$ cat src/sha256sh_pkg.sv
// Package with SHA-256 constants and transaction types for the stream hasher.
`default_nettype none
package sha256sh_pkg;

  typedef struct packed {
    logic [7:0] data_byte;
    logic       has_byte;
    logic       end_of_message;
  } in_item_t;

  typedef struct packed {
    logic [63:0] digest_word;
    logic [1:0]  word_number;
    logic        last_word;
  } out_item_t;

  localparam int unsigned NumRounds = 64;
  localparam int unsigned RoundW = $clog2(NumRounds);
  localparam logic [7:0] PadByte = 8'h80;
  localparam logic [5:0] LenStart = 6'd56;

  localparam logic [31:0] InitHash [8] = '{
    32'h6a09e667, 32'hbb67ae85, 32'h3c6ef372, 32'ha54ff53a,
    32'h510e527f, 32'h9b05688c, 32'h1f83d9ab, 32'h5be0cd19
  };

  localparam logic [31:0] RoundK [NumRounds] = '{
    32'h428a2f98, 32'h71374491, 32'hb5c0fbcf, 32'he9b5dba5,
    32'h3956c25b, 32'h59f111f1, 32'h923f82a4, 32'hab1c5ed5,
    32'hd807aa98, 32'h12835b01, 32'h243185be, 32'h550c7dc3,
    32'h72be5d74, 32'h80deb1fe, 32'h9bdc06a7, 32'hc19bf174,
    32'he49b69c1, 32'hefbe4786, 32'h0fc19dc6, 32'h240ca1cc,
    32'h2de92c6f, 32'h4a7484aa, 32'h5cb0a9dc, 32'h76f988da,
    32'h983e5152, 32'ha831c66d, 32'hb00327c8, 32'hbf597fc7,
    32'hc6e00bf3, 32'hd5a79147, 32'h06ca6351, 32'h14292967,
    32'h27b70a85, 32'h2e1b2138, 32'h4d2c6dfc, 32'h53380d13,
    32'h650a7354, 32'h766a0abb, 32'h81c2c92e, 32'h92722c85,
    32'ha2bfe8a1, 32'ha81a664b, 32'hc24b8b70, 32'hc76c51a3,
    32'hd192e819, 32'hd6990624, 32'hf40e3585, 32'h106aa070,
    32'h19a4c116, 32'h1e376c08, 32'h2748774c, 32'h34b0bcb5,
    32'h391c0cb3, 32'h4ed8aa4a, 32'h5b9cca4f, 32'h682e6ff3,
    32'h748f82ee, 32'h78a5636f, 32'h84c87814, 32'h8cc70208,
    32'h90befffa, 32'ha4506ceb, 32'hbef9a3f7, 32'hc67178f2
  };

  function automatic logic [31:0] ror32(input logic [31:0] v, input int unsigned amt);
    return (v >> amt) | (v << (32 - amt));
  endfunction

endpackage
`default_nettype wire

$ cat src/sha256_stream_hasher.sv
// SHA-256 stream hasher: byte collection, padding, iterative compression, digest output.
`default_nettype none
// Takes one optional message byte per transaction and returns the SHA-256 digest as four
// 64-bit words, most significant first, after a transaction with end_of_message set. Bytes
// shift into a 512-bit block register, one per transaction; in_ready stays high until the
// 64th byte, then drops while one shared round unit runs the 64 rounds (one per cycle) and
// the result is folded into the chaining value; no byte is taken during a compression.
// Closing a message shifts the pad and length in one byte per cycle to the end of the
// block (or over two blocks when the length spills into a second block), runs one or two
// compressions and then presents the four digest transactions; in_ready returns after the
// last one is taken.
module sha256_stream_hasher
  import sha256sh_pkg::*;
(
  input  wire logic      clk,
  input  wire logic      rst_n,
  input  wire logic      in_valid,
  output logic           in_ready,
  input  wire in_item_t  in_data,
  output logic           out_valid,
  input  wire logic      out_ready,
  output out_item_t      out_data
);

  typedef enum logic [4:0] {
    ST_IDLE  = 5'b00001,
    ST_PAD   = 5'b00010,
    ST_ROUND = 5'b00100,
    ST_FOLD  = 5'b01000,
    ST_OUT   = 5'b10000
  } state_t;

  state_t             state_r, state_nxt;
  logic [511:0]       blk_r, blk_nxt;
  logic [31:0]        hash_r [8];
  logic [31:0]        hash_nxt [8];
  logic [31:0]        work_r [8];
  logic [31:0]        work_nxt [8];
  logic [5:0]         fill_r, fill_nxt;
  logic [63:0]        bitlen_r, bitlen_nxt;
  logic [RoundW-1:0]  rnd_r, rnd_nxt;
  logic [1:0]         word_r, word_nxt;
  logic               fin_r, fin_nxt;
  logic               pad80_r, pad80_nxt;
  logic               extra_r, extra_nxt;
  logic               last_blk_r, last_blk_nxt;

  logic [31:0] w0, w1, w9, w14, sig0, sig1, w_new;
  logic [31:0] big0, big1, chs, maj, t1, t2;
  logic [7:0]  len_byte, pad_byte;
  logic [5:0]  len_sh;
  logic        in_acc, out_acc;

  assign in_ready  = (state_r == ST_IDLE);
  assign out_valid = (state_r == ST_OUT);
  assign in_acc    = in_valid && in_ready;
  assign out_acc   = out_valid && out_ready;

  assign out_data.digest_word = {hash_r[{word_r, 1'b0}], hash_r[{word_r, 1'b1}]};
  assign out_data.word_number = word_r;
  assign out_data.last_word   = (word_r == 2'd3);

  // schedule window taps: W[t], W[t+1], W[t+9], W[t+14]
  assign w0    = blk_r[511:480];
  assign w1    = blk_r[479:448];
  assign w9    = blk_r[223:192];
  assign w14   = blk_r[63:32];
  assign sig0  = ror32(w1, 7) ^ ror32(w1, 18) ^ (w1 >> 3);
  assign sig1  = ror32(w14, 17) ^ ror32(w14, 19) ^ (w14 >> 10);
  assign w_new = w0 + sig0 + w9 + sig1;

  assign big1 = ror32(work_r[4], 6) ^ ror32(work_r[4], 11) ^ ror32(work_r[4], 25);
  assign chs  = (work_r[4] & work_r[5]) ^ (~work_r[4] & work_r[6]);
  assign t1   = work_r[7] + big1 + chs + RoundK[rnd_r] + w0;
  assign big0 = ror32(work_r[0], 2) ^ ror32(work_r[0], 13) ^ ror32(work_r[0], 22);
  assign maj  = (work_r[0] & work_r[1]) ^ (work_r[0] & work_r[2]) ^ (work_r[1] & work_r[2]);
  assign t2   = big0 + maj;

  assign len_sh   = {~fill_r[2:0], 3'b000};
  assign len_byte = 8'(bitlen_r >> len_sh);

  always_comb begin
    if (!pad80_r) begin
      pad_byte = PadByte;
    end else if (extra_r || (fill_r < LenStart)) begin
      pad_byte = 8'h00;
    end else begin
      pad_byte = len_byte;
    end
  end

  always_comb begin
    state_nxt    = state_r;
    blk_nxt      = blk_r;
    hash_nxt     = hash_r;
    work_nxt     = work_r;
    fill_nxt     = fill_r;
    bitlen_nxt   = bitlen_r;
    rnd_nxt      = rnd_r;
    word_nxt     = word_r;
    fin_nxt      = fin_r;
    pad80_nxt    = pad80_r;
    extra_nxt    = extra_r;
    last_blk_nxt = last_blk_r;
    case (state_r)
      ST_IDLE: begin
        if (in_acc) begin
          fin_nxt = in_data.end_of_message;
          if (in_data.has_byte) begin
            blk_nxt    = {blk_r[503:0], in_data.data_byte};
            fill_nxt   = fill_r + 6'd1;
            bitlen_nxt = bitlen_r + 64'd8;
          end
          if (in_data.has_byte && (fill_r == 6'd63)) begin
            state_nxt    = ST_ROUND;
            work_nxt     = hash_r;
            rnd_nxt      = '0;
            last_blk_nxt = 1'b0;
          end else if (in_data.end_of_message) begin
            state_nxt = ST_PAD;
          end
        end
      end
      ST_PAD: begin
        blk_nxt  = {blk_r[503:0], pad_byte};
        fill_nxt = fill_r + 6'd1;
        if (!pad80_r) begin
          pad80_nxt = 1'b1;
          extra_nxt = (fill_r >= LenStart);
        end
        if (fill_r == 6'd63) begin
          state_nxt    = ST_ROUND;
          work_nxt     = hash_r;
          rnd_nxt      = '0;
          last_blk_nxt = pad80_r && !extra_r;
          extra_nxt    = 1'b0;
        end
      end
      ST_ROUND: begin
        blk_nxt     = {blk_r[479:0], w_new};
        work_nxt[7] = work_r[6];
        work_nxt[6] = work_r[5];
        work_nxt[5] = work_r[4];
        work_nxt[4] = work_r[3] + t1;
        work_nxt[3] = work_r[2];
        work_nxt[2] = work_r[1];
        work_nxt[1] = work_r[0];
        work_nxt[0] = t1 + t2;
        rnd_nxt     = rnd_r + 1'b1;
        if (rnd_r == RoundW'(NumRounds - 1)) begin
          state_nxt = ST_FOLD;
        end
      end
      ST_FOLD: begin
        for (int i = 0; i < 8; i++) begin
          hash_nxt[i] = hash_r[i] + work_r[i];
        end
        if (!fin_r) begin
          state_nxt = ST_IDLE;
        end else if (last_blk_r) begin
          state_nxt = ST_OUT;
          word_nxt  = '0;
        end else begin
          state_nxt = ST_PAD;
        end
      end
      ST_OUT: begin
        if (out_acc) begin
          word_nxt = word_r + 2'd1;
          if (word_r == 2'd3) begin
            state_nxt  = ST_IDLE;
            hash_nxt   = InitHash;
            fill_nxt   = '0;
            bitlen_nxt = '0;
            fin_nxt    = 1'b0;
            pad80_nxt  = 1'b0;
            extra_nxt  = 1'b0;
          end
        end
      end
      default: begin
        state_nxt = ST_IDLE;
      end
    endcase
  end

  always_ff @(posedge clk) begin
    if (!rst_n) begin
      state_r    <= ST_IDLE;
      hash_r     <= InitHash;
      fill_r     <= '0;
      bitlen_r   <= '0;
      rnd_r      <= '0;
      word_r     <= '0;
      fin_r      <= 1'b0;
      pad80_r    <= 1'b0;
      extra_r    <= 1'b0;
      last_blk_r <= 1'b0;
    end else begin
      state_r    <= state_nxt;
      hash_r     <= hash_nxt;
      fill_r     <= fill_nxt;
      bitlen_r   <= bitlen_nxt;
      rnd_r      <= rnd_nxt;
      word_r     <= word_nxt;
      fin_r      <= fin_nxt;
      pad80_r    <= pad80_nxt;
      extra_r    <= extra_nxt;
      last_blk_r <= last_blk_nxt;
    end
  end

  always_ff @(posedge clk) begin
    blk_r  <= blk_nxt;
    work_r <= work_nxt;
  end

  a_no_overlap: assert property (@(posedge clk) disable iff (!rst_n)
    !(in_ready && out_valid))
    else $error("input and result channels active together");

  a_round_end: assert property (@(posedge clk) disable iff (!rst_n)
    (state_r == ST_ROUND) && (rnd_r == RoundW'(NumRounds - 1)) |=> (state_r == ST_FOLD))
    else $error("round sequence did not end in fold");

  a_final_closes: assert property (@(posedge clk) disable iff (!rst_n)
    last_blk_r && (state_r == ST_ROUND) |-> fin_r && pad80_r)
    else $error("final block compressed without an open close");

  a_digest_clears: assert property (@(posedge clk) disable iff (!rst_n)
    out_acc && (word_r == 2'd3) |=> (fill_r == '0) && (bitlen_r == '0) && in_ready)
    else $error("state not cleared after digest");

  a_pad_aligned: assert property (@(posedge clk) disable iff (!rst_n)
    (state_r == ST_OUT) |-> (fill_r == '0))
    else $error("digest presented with partial block");

endmodule
`default_nettype wire
$ cat config.mk
export PLATFORM = sky130hd
export DESIGN_NAME = sha256_stream_hasher
export DESIGN_NICKNAME = d
export VERILOG_FILES = /design/src/sha256sh_pkg.sv /design/src/sha256_stream_hasher.sv
export SDC_FILE = /design/constraint.sdc
export NUM_CORES = 2
export LEC_CHECK = 0
export BUFFER_PORTS_ARGS = -buffer_cell sky130_fd_sc_hd__buf_4
export CORE_ASPECT_RATIO = 1.4
export CORE_MARGIN = 2
export CORE_UTILIZATION = 55
export DETAILED_ROUTE_END_ITERATION = 6
export HOLD_SLACK_MARGIN = 0.12
export PLACE_DENSITY = 0.82
export SLEW_MARGIN = 5
export SYNTH_ARGS = -nofsm -noshare
export SYNTH_HDL_FRONTEND = slang
export SYNTH_SLANG_ARGS = --single-unit
$ cat constraint.sdc
create_clock -name clk -period 72 [get_ports clk]
set_input_delay 14.4 -clock clk [delete_from_list [all_inputs] [get_ports clk]]
set_output_delay 14.4 -clock clk [all_outputs]
set_load 0.03 [all_outputs]
==> results_dict.tcl <==
set metrics [dict create \
    busiest_layer "met2" \
    num_io_pins 83 \
    post-route-drc-count 1 \
    skew_ps 41.8 \
    synth_cell_types 95 \
    fp.dieH_um 439 \
    maxCapViolCount 0 \
    slew_viol_final 0 \
    rsz0062_at_grt "no" \
    drt_wl_total_mm 242 \
    drt-vias-per-instance 6.24 \
    reg2reg_from "rnd_r[1]$_SDFFE_PN0P_" \
    holdBufCountCts 0 \
    cpMaxStageDelayCell "buf_4" \
    cts_max_path_buffers 3 \
    arrival_ps 18460 \
    ys_seq_elements 1108 \
    yosysWarningCount 0 \
    final_common_cell "nand2_1" \
    grt.total_usage_pct 34.5 \
    drive_above_1_share_pct 6.02 \
    vias 62300 \
    met1_usage_pct 39.0 \
    path_cells "buf_4 -> nand2_1 -> nand3_1 -> o211a_4 -> or2_2 -> nand3_1 -> nand2_4 -> buf_4 -> buf_4 -> buf_4" \
    hp-start "hash_r[190]$_SDFFE_PN0P_" \
    postSynthCellCount 8330 \
    ys_seq_area_share_pct 40.2 \
    first_global_vias 61600 \
    grt_max_degree 199 \
    io_buffers 82 \
    clk_latency_ps 780 \
    violations "DRC" \
    cp.required_ps 72400 \
    slew_headroom_pct 16.8 \
    hold_viol 0 \
    cts_buffers 110 \
    worstPathMaxFanout 66 \
    fp.coreArea_um2 134000 \
    initial_core_util_pct 55.4 \
    crit_type "in -> reg" \
    fin_nets 8743 \
    final_cell_mix "nand2_1, edfxtp_1, o21ai_0" \
    max_freq_mhz 55.4 \
    synth_area_leaders "edfxtp_1, nand2_1, dfxtp_1" \
    worst_pin_slew_ps 1240 \
    setup_tns_ps 0 \
    postSynthAreaPerCell_um2 8.92 \
    synthToLayoutAreaGrowth_pct 7.35 \
    die-area_um2 138000 \
    gp_congestion 1.00 \
    num-fill-cells 11300 \
    drt_iter0_markers 7143 \
    grt-ovfl-total 0 \
    synth-main-ff-cell "edfxtp_1" \
    synth_area_um2 74300 \
    die_w_um 315 \
    synth_edf_count 768 \
    ant_nets 0 \
    path_common_cell "buf_4" \
    start_kind "primary input" \
    met3_usage_pct 4.85 \
    crit_start "out_ready" \
    outcome "finished, violations left" \
    synth_top_area_cell "edfxtp_1" \
    grt_pass1_wl_mm 362 \
    synth_top_area_share_pct 31.0 \
    post_cts_resized 0 \
    cpPeakStageDelay_ps 870 \
    hpwl_mm 174 \
    tritoncts "yes" \
    root_buffer "clkbuf_16" \
    async_flop_share_pct 0 \
    rows 159 \
    period_minus_slack_ps 18060 \
    end_kind "flip-flop" \
    use_met2_pct 57.3 \
    fin_crit_sh_pct 25.1 \
    dr.pass1.iters 7 \
    setup_viol 0 \
    hp-class "reg -> reg" \
    wl_per_cell_um 24.2 \
    antenna_found_initial 4 \
    cts_sinks 1108 \
    cts-htree-levels 3 \
    post_cts_buffers 0 \
    cts.clk_slew.worst_paths_ps 60 \
    mappedNetlistNets 8940 \
]
[synth_stat cells, types with 24 or more instances]
cell type,instances
a211oi_1,48
dfxtp_1,340
nand3_1,102
nor2_1,386
nor3_1,67
o21bai_1,44
nand2_1,2334
xor2_1,278
mux2_2,29
mux4_2,80
a21oi_1,428
o31ai_1,29
o21a_1,57
or3_1,38
a31oi_1,40
fa_1,197
nand2b_1,48
a21o_1,185
buf_1,45
mux2i_1,24
xnor2_1,348
o21ai_0,479
nor2b_1,62
inv_1,435
o22ai_1,83
nand4_1,35
ha_1,399
and2_1,25
a22oi_1,66
o211ai_1,43
clkbuf_1,418
and3_1,54
edfxtp_1,768
[critical path: cells and delay by family]
family / cells / cell delay [ps]
buf+inv: 4 / 2310
simple gates: 5 / 1340
compound gates: 1 / 230
[worst paths after layout]
path | end | slack (ps) | cells after the start
setup / recovery | work_r[130]$_DFFE_PP_ | 53940 | 10
hold / removal | hash_r[190]$_SDFFE_PN0P_ | 500 | 2
setup reg to reg | work_r[254]$_DFFE_PP_ | 61290 | 32
hold reg to reg | hash_r[190]$_SDFFE_PN0P_ | 500 | 2
[flip-flops by register name (all words and copies together), names as in the netlist]
name        cells
bitlen_r       61
blk_r         512
extra_r         1
fill_r          6
fin_r           1
hash_r        256
last_blk_r      1
pad80_r         1
rnd_r           6
state_r         5
word_r          2
work_r        256
[per-stage QoR]
step	hold WS, ps	utilization, %	cell area (µm²)	worst slack, ps	cells
3_3_place_gp	469	56.8	76100	53340	9792
3_5_place_dp	490	56.8	76100	53280	9792
6_report	501	59.5	79800	53940	9999
4_1_cts	501	59.5	79800	54080	9998
5_1_grt	524	59.5	79800	53820	9999
2_1_floorplan	455	-	74300	18600	8330
[logic make-up after synthesis]
group | count (synthesis) | synth area share (%)
multiplexers | 133 | 3.19
AO/OA/AOI/OAI | 1712 | 14.4
flip-flops | 1108 | 40.2
XOR/XNOR | 626 | 7.38
adder cells (fa/ha/maj) | 618 | 12.3
buffers and inverters | 904 | 4.58
AND/OR/NAND/NOR | 3229 | 17.9
[cell type report]
type	instances	area, µm²	area share, %
Tap cell	1771	2220	2.78
Sequential cell	1108	29900	37.5
Antenna cell	1	2.50	0.00314
Multi-Input combinational cell	6318	41100	51.6
Timing Repair Buffer	156	1220	1.53
Clock buffer	146	3050	3.83
Clock inverter	60	616	0.772
Inverter	439	1650	2.07
[routing by layer]
metal  up-vias  share of wire [%]
met1     29900                 34
li1      28200                  -
met3       971                7.9
met2      3261                 48
met4         4                 10
met5         -              0.068
Power is left out: the tool's default activity adds up to more than one toggle a clock period on the data nets, which glitch-free logic cannot reach.
